**config.mk**
```make
export PLATFORM = sky130hd
export DESIGN_NAME = flog_ctrl
export DESIGN_NICKNAME = d
export VERILOG_FILES = /design/src/flog_pkg.sv /design/src/flog_ctrl.sv
export SDC_FILE = /design/constraint.sdc
export NUM_CORES = 1
export LEC_CHECK = 0
export ABC_AREA = 1
export BUFFER_PORTS_ARGS = -buffer_cell sky130_fd_sc_hd__buf_2
export CORE_ASPECT_RATIO = 0.8
export CORE_MARGIN = 1.5
export CORE_UTILIZATION = 25
export DETAILED_ROUTE_END_ITERATION = 7
export GPL_TIMING_DRIVEN = 1
export PLACE_DENSITY = 0.49
export SLEW_MARGIN = 20
export SYNTH_ARGS = -nofsm -noshare
export SYNTH_HDL_FRONTEND = slang
export SYNTH_SLANG_ARGS = --single-unit
export TNS_END_PERCENT = 10
```
**constraint.sdc**
```tcl
create_clock -name clock -period 1.4 [get_ports clock]
set_input_delay 0.21 -clock clock [delete_from_list [all_inputs] [get_ports clock]]
set_output_delay 0.21 -clock clock [all_outputs]
set_load 0.01 [all_outputs]
```
**src/flog_pkg.sv**
```systemverilog
// Shared types, constants and command codes for the flow log recency table.
// Used by flog_ctrl, flog_datapath, flow_log_mru_table and its checker.
package flog_pkg;

   localparam int TABLE_DEPTH = 64;
   localparam int ADDR_W      = $clog2(TABLE_DEPTH);
   localparam int CNT_W       = $clog2(TABLE_DEPTH + 1);

   // request command codes
   localparam logic [1:0] CMD_ADD    = 2'd0;
   localparam logic [1:0] CMD_READ   = 2'd1;
   localparam logic [1:0] CMD_CLEAR  = 2'd2;
   localparam logic [1:0] CMD_UNUSED = 2'd3;

   // response status codes
   localparam logic [2:0] STS_UPDATED  = 3'd0;
   localparam logic [2:0] STS_INSERTED = 3'd1;
   localparam logic [2:0] STS_FULL     = 3'd2;
   localparam logic [2:0] STS_READ_OK  = 3'd3;
   localparam logic [2:0] STS_PAST_END = 3'd4;
   localparam logic [2:0] STS_CLEARED  = 3'd5;

   // index counter operations
   localparam logic [1:0] IDX_HOLD = 2'd0;
   localparam logic [1:0] IDX_ZERO = 2'd1;
   localparam logic [1:0] IDX_INC  = 2'd2;
   localparam logic [1:0] IDX_DEC  = 2'd3;

   // memory read address sources
   localparam logic [1:0] RD_SCAN  = 2'd0;
   localparam logic [1:0] RD_SHIFT = 2'd1;
   localparam logic [1:0] RD_POS   = 2'd2;

   typedef struct packed {
      logic [1:0]        command;
      logic [31:0]       source_address;
      logic [31:0]       destination_address;
      logic [15:0]       source_port;
      logic [15:0]       destination_port;
      logic [7:0]        protocol_number;
      logic [7:0]        verdict;
      logic signed [7:0] reason_code;
      logic [31:0]       now_seconds;
      logic [5:0]        read_position;
   } req_type;

   typedef struct packed {
      logic [2:0]        status;
      logic [31:0]       row_timestamp;
      logic [31:0]       row_source_address;
      logic [31:0]       row_destination_address;
      logic [15:0]       row_source_port;
      logic [15:0]       row_destination_port;
      logic [7:0]        row_protocol;
      logic [7:0]        row_verdict;
      logic signed [7:0] row_reason;
      logic [31:0]       row_hits;
      logic [6:0]        entries_in_use;
   } rsp_type;

   typedef struct packed {
      logic [31:0]       src_addr;
      logic [31:0]       dst_addr;
      logic [15:0]       sport;
      logic [15:0]       dport;
      logic [7:0]        proto;
      logic [7:0]        verdict;
      logic signed [7:0] reason;
      logic [31:0]       last_seen;
      logic [31:0]       hits;
   } slot_type;

   // controller to datapath
   typedef struct packed {
      logic       load_req;
      logic       rd_en;
      logic [1:0] rd_sel;
      logic [1:0] idx_op;
      logic       wr_shift;
      logic       wr_front;
      logic       hits_capture;
      logic       hits_one;
      logic       used_inc;
      logic       used_clear;
      logic       rsp_load;
      logic [2:0] rsp_status;
   } ctl_cmd_type;

   // datapath to controller
   typedef struct packed {
      logic [1:0] command;
      logic       key_match;
      logic       idx_last;
      logic       idx_zero;
      logic       used_zero;
      logic       full;
      logic       pos_ok;
   } dp_stat_type;

endpackage

```
**src/flog_ctrl.sv**
```systemverilog
// Sequencer of the flow log table: scan, shift, front write and response.
// Depends on flog_pkg; drives flog_datapath through ctl_cmd_type.
module flog_ctrl
   import flog_pkg::*;
(
   input  logic        clock,
   input  logic        reset,
   input  logic        start,
   output logic        busy,
   input  dp_stat_type stat,
   output ctl_cmd_type cmd
);

   localparam logic [3:0] S_IDLE     = 4'd0;
   localparam logic [3:0] S_DECODE   = 4'd1;
   localparam logic [3:0] S_SCAN_RD  = 4'd2;
   localparam logic [3:0] S_SCAN_CMP = 4'd3;
   localparam logic [3:0] S_SHIFT_RD = 4'd4;
   localparam logic [3:0] S_SHIFT_WR = 4'd5;
   localparam logic [3:0] S_FRONT_WR = 4'd6;
   localparam logic [3:0] S_DONE     = 4'd7;

   logic [3:0] state_ff, state_in;
   logic [2:0] status_ff, status_in;

   always_comb begin
      state_in  = state_ff;
      status_in = status_ff;
      cmd       = '0;
      case (state_ff)
         S_IDLE: begin
            if (start) begin
               cmd.load_req = 1'b1;
               state_in     = S_DECODE;
            end
         end
         S_DECODE: begin
            cmd.idx_op = IDX_ZERO;
            case (stat.command)
               CMD_ADD: begin
                  if (stat.used_zero) begin
                     cmd.hits_one = 1'b1;
                     status_in    = STS_INSERTED;
                     state_in     = S_SHIFT_RD;
                  end else begin
                     state_in = S_SCAN_RD;
                  end
               end
               CMD_READ: begin
                  if (stat.pos_ok) begin
                     cmd.rd_en  = 1'b1;
                     cmd.rd_sel = RD_POS;
                     status_in  = STS_READ_OK;
                  end else begin
                     status_in = STS_PAST_END;
                  end
                  state_in = S_DONE;
               end
               CMD_CLEAR: begin
                  cmd.used_clear = 1'b1;
                  status_in      = STS_CLEARED;
                  state_in       = S_DONE;
               end
               default: begin
                  status_in = STS_PAST_END;
                  state_in  = S_DONE;
               end
            endcase
         end
         S_SCAN_RD: begin
            cmd.rd_en  = 1'b1;
            cmd.rd_sel = RD_SCAN;
            state_in   = S_SCAN_CMP;
         end
         S_SCAN_CMP: begin
            if (stat.key_match) begin
               // hold index at the hit; entries above it move down one
               cmd.hits_capture = 1'b1;
               status_in        = STS_UPDATED;
               state_in         = S_SHIFT_RD;
            end else if (stat.idx_last) begin
               if (stat.full) begin
                  status_in = STS_FULL;
                  state_in  = S_DONE;
               end else begin
                  cmd.idx_op   = IDX_INC;
                  cmd.hits_one = 1'b1;
                  status_in    = STS_INSERTED;
                  state_in     = S_SHIFT_RD;
               end
            end else begin
               cmd.idx_op = IDX_INC;
               state_in   = S_SCAN_RD;
            end
         end
         S_SHIFT_RD: begin
            if (stat.idx_zero) begin
               state_in = S_FRONT_WR;
            end else begin
               cmd.rd_en  = 1'b1;
               cmd.rd_sel = RD_SHIFT;
               state_in   = S_SHIFT_WR;
            end
         end
         S_SHIFT_WR: begin
            cmd.wr_shift = 1'b1;
            cmd.idx_op   = IDX_DEC;
            state_in     = S_SHIFT_RD;
         end
         S_FRONT_WR: begin
            cmd.wr_front = 1'b1;
            cmd.used_inc = status_ff == STS_INSERTED;
            state_in     = S_DONE;
         end
         S_DONE: begin
            cmd.rsp_load   = 1'b1;
            cmd.rsp_status = status_ff;
            state_in       = S_IDLE;
         end
         default: begin
            state_in = S_IDLE;
         end
      endcase
   end

   always_ff @(posedge clock) begin
      if (reset) begin
         state_ff  <= S_IDLE;
         status_ff <= STS_PAST_END;
      end else begin
         state_ff  <= state_in;
         status_ff <= status_in;
      end
   end

   assign busy = state_ff != S_IDLE;

endmodule

```
Word level (Yosys, flattened, before mapping) --
Cells that the tools add are included.
Word-level totals: bits in registers 7, input port bits 11, output and inout bits 17, logic and storage cells 59
Cells by class: equality and inequality tests 13, muxes and demuxes 39, reduce and logical (&&, ||, !) cells 5
Operator list (number):
- one-hot mux 4 bit (7 select lines) | 1
- two-way mux 3 bit | 9
- one-hot mux 3 bit (3 select lines) | 2
- equality test 4 x 3 -> 1 bit, second input constant | 4
- two-way mux 4 bit | 4
- two-way mux 1 bit | 14
- two-way mux 2 bit | 6
- equality test 4 x 2 -> 1 bit, second input constant | 2
- inequality test 3 bit, second input constant | 2
- one-hot mux 2 bit (3 select lines) | 1
- one-hot mux 3 bit (2 select lines) | 1
- equality test 4 x 1 -> 1 bit, second input constant | 1
- zero test 4 bit | 1
- nonzero test 4 bit | 1
- equality test 3 x 1 -> 1 bit, second input constant | 1
- AND reduction 3 bit | 1
- equality test 2 x 1 -> 1 bit, second input constant | 1
- equality test 2 bit, second input constant | 1
- zero test 2 bit | 1
- inequality test 2 bit, second input constant | 1
- one-hot mux 1 bit (2 select lines) | 1
- nonzero test 2 bit | 1

Longest topological paths before layout --
depth in word-level cells 4, depth in mapped cells 9, depth with buffers taken out 9

Worst setup path after synthesis --
OpenSTA, ideal clock, no wires.
kind register -> output, start point reg state_ff[2], end point out cmd[0] in the netlist's numbering, data arrival time 1.108 ns, setup slack 0.082 ns, cell stages (with the launch flop) 5, path buffers 0, path through dfxtp_1 -> inv_2 -> nor2_1 -> inv_1 -> nor2_1
RTL lines:
- from (decl) | RTL line flog_ctrl.sv:23 | logic [3:0] state_ff, state_in;
- from (signal assigned) | RTL line flog_ctrl.sv:131 | state_ff <= state_in;
- to (decl) | RTL line flog_ctrl.sv:11 | output ctl_cmd_type cmd

==> metrics.yaml <==
core-area_mm2: 0.002140
ant_nets: 0
setup_viol: 1
clk_latency_ps: 240
cts_hold_buf: 0
place.port_buffers: 27
instances_no_fill: 166
antenna_cells: 0
max_cap_violations: 0
synth_area_um2: 558.0
start_kind: "flop"
clkPwrFrac_pct: 14.0
dr.pass1.iters: 4
route.vias.total: 727
areaGrowthSynthToFinish_pct: 49.10
p_comb_share_pct: 57.3
io-pin-count: 28
initial_utilization_pct: 26.08
dp_cells: 160
fin_ws_ps: -6.573
cts_tree: "built"
grt_overflow: 0
min_period_ps: 1407
pwr_density_cell_mw_per_mm2: 1353
antenna_found_initial: 0
gp_congestion: 0.7701
first_global_vias: 553
crit_type: "reg2out"
die-width_um: 55.82
finalPower_mw: 1.125
r2r-end: "status_ff[1]"
syn_area_per_cell_um2: 5.215
rrSetupSlack_ps: 210
leakage_nw: 0.5416
final_util_pct: 38.89
ys_seq_elements: 6
routed_via_density: 4.380
fin_setup_tns_ps: -6.573
syn-num-nets: 118
finalCritPeriodShare_pct: 100.5
wl_per_cell_um: 9.524
cts.sinks: 6
cts-buffers-inserted: 3
timing.rr.start: "state_ff[0]"
die_y_um: 45.26
rows: 15
grt_max_degree: 8
maxSlewHeadroom_pct: 84.12
hold_start: "reset"
track_usage_pct: 11.89
path_clk_slew_ps: 50
worstPathRequired_ps: 1190
r2r_cells: 8
ys_types: 18
final_cell_mix: "nand2_1, buf_2, inv_1, nor2_1, nand3_1"
synth_cells: 107
finClkSkew_ps: 4.777
worstHoldPathType: "in2reg"
seq_area_frac_synth_pct: 21.52
violations: "negative setup slack"
route.detailed.drc: 0
drive_gt1_share_pct: 39.01
ir_drop_mv: 0.6662
seqPwrFrac_pct: 28.7
place_hpwl_um: 1289
worstHoldPathCells: 3
p_sw_share_pct: 47.46
slew_viol_final: 0
tightest_slew_ps: 237.3
crit_fanout: 3
die_area_mm2: 0.002526
p_sw_mw: 0.5341
end_kind: "output pin"
max_freq_mhz: 710.9
holdPathEnd: "status_ff[2]"
final_common_cell: "nand2_1"
cts_max_path_buffers: 2
drtIter0Drc: 8
status: "finished with violations"
rsz0062_at_grt: "yes"
intPower_mw: 0.5913
hold_viol_final: 0
drt_wl_total_um: 1581
root_buffer: "clkbuf_4"
arrival_ps: 1200
ys_warn_count: 0
htreeDepth: 1
nets: 154
grt_pass1_wl_um: 2325
==> through the flow <==
stage	setup WS (ps)	instance area, um2	hold slack (ps)
floorplan	81.58	558.0	361.3
global placement	-1.829	732.0	484.1
detailed placement	55.38	732.0	487.3
CTS	-22.07	805.8	236.2
global route	-104.1	832.0	251.6
finish	-6.573	832.0	240.4
==> worst max path at each step <==
stage | from | end | slack (ps)
3_5_place_dp | state_ff[0] | cmd[6] | 60
6_report | state_ff[1] | cmd[5] | -7
4_1_cts | state_ff[0] | cmd[11] | -20
2_1_floorplan | state_ff[2] | cmd[0] | 80
5_1_grt | state_ff[1] | cmd[5] | -100
3_3_place_gp | state_ff[0] | cmd[6] | -2
==> timing repair <==
| action | in CTS | in global routing |
|---|---|---|
| setup buffers | 3 | 0 |
| endpoints found under the setup margin | 12 | 9 |
| gates resized for setup | 11 | 8 |
| pin swaps | 1 | 2 |
==> per-layer routing <==
metal	vias up	global-route usage [%]	routed length, um
li1	387	-	-
met1	321	16.75	825
met2	19	18.10	685
met3	0	4.298	71
met4	0	1.429	0
met5	-	0	0
==> cells by family (layout without fill, tap and decap cells) <==
kind of cell / count (synthesis) / count (layout) / synth area share [%]
simple gates: 69 / 69 / 53.81
buf+inv: 26 / 60 / 17.49
compound gates: 6 / 6 / 7.175
flops: 6 / 6 / 21.53
==> critical path, stage by stage (launching register included) <==
cell	delay, ps
dfxtp_2	360
inv_2	60
nor2_1	110
nand2_1	100
nor4_1	160
buf_2	170
==> state kept, by name, indices dropped and copies added, names as in the netlist <==
signal and count:
state_ff 3, status_ff 3
==> final cells by class <==
class	instances	area [um2]
fill	250	1308
multi-input combinational	75	376.6
timing repair buffer	31	175.2
sequential	6	128.9
inverter	26	97.59
tap	25	31.28
clock buffer	3	22.52
==> power groups by stage <==
stage / sequential, mW / clock, mW / combinational, mW
6_report: 0.323 / 0.158 / 0.644
5_1_grt: 0.335 / 0.178 / 0.715
4_1_cts: 0.323 / 0.163 / 0.619
3_5_place_dp: 0.300 / 0 / 0.572
3_3_place_gp: 0.297 / 0 / 0.573
2_1_floorplan: 0.287 / 0 / 0.405
==> synth_stat cells <==
library cell	count	share of area, %
nor3_1	1	0.90
o21ai_0	1	0.90
nand2_1	33	22
nor2_2	2	2.2
nand2_4	1	2.0
nor4_1	1	1.1
nand3_1	10	9.0
nand2_2	2	2.2
nor2_1	18	12
o22ai_1	1	1.1
inv_1	25	17
o211ai_1	1	1.3
inv_2	1	0.67
o21bai_1	1	1.3
dfxtp_1	6	22
a21oi_1	1	0.90
a31o_2	1	1.6
nor2_4	1	2.0
Note: power is estimated with default switching activity, not from simulation.
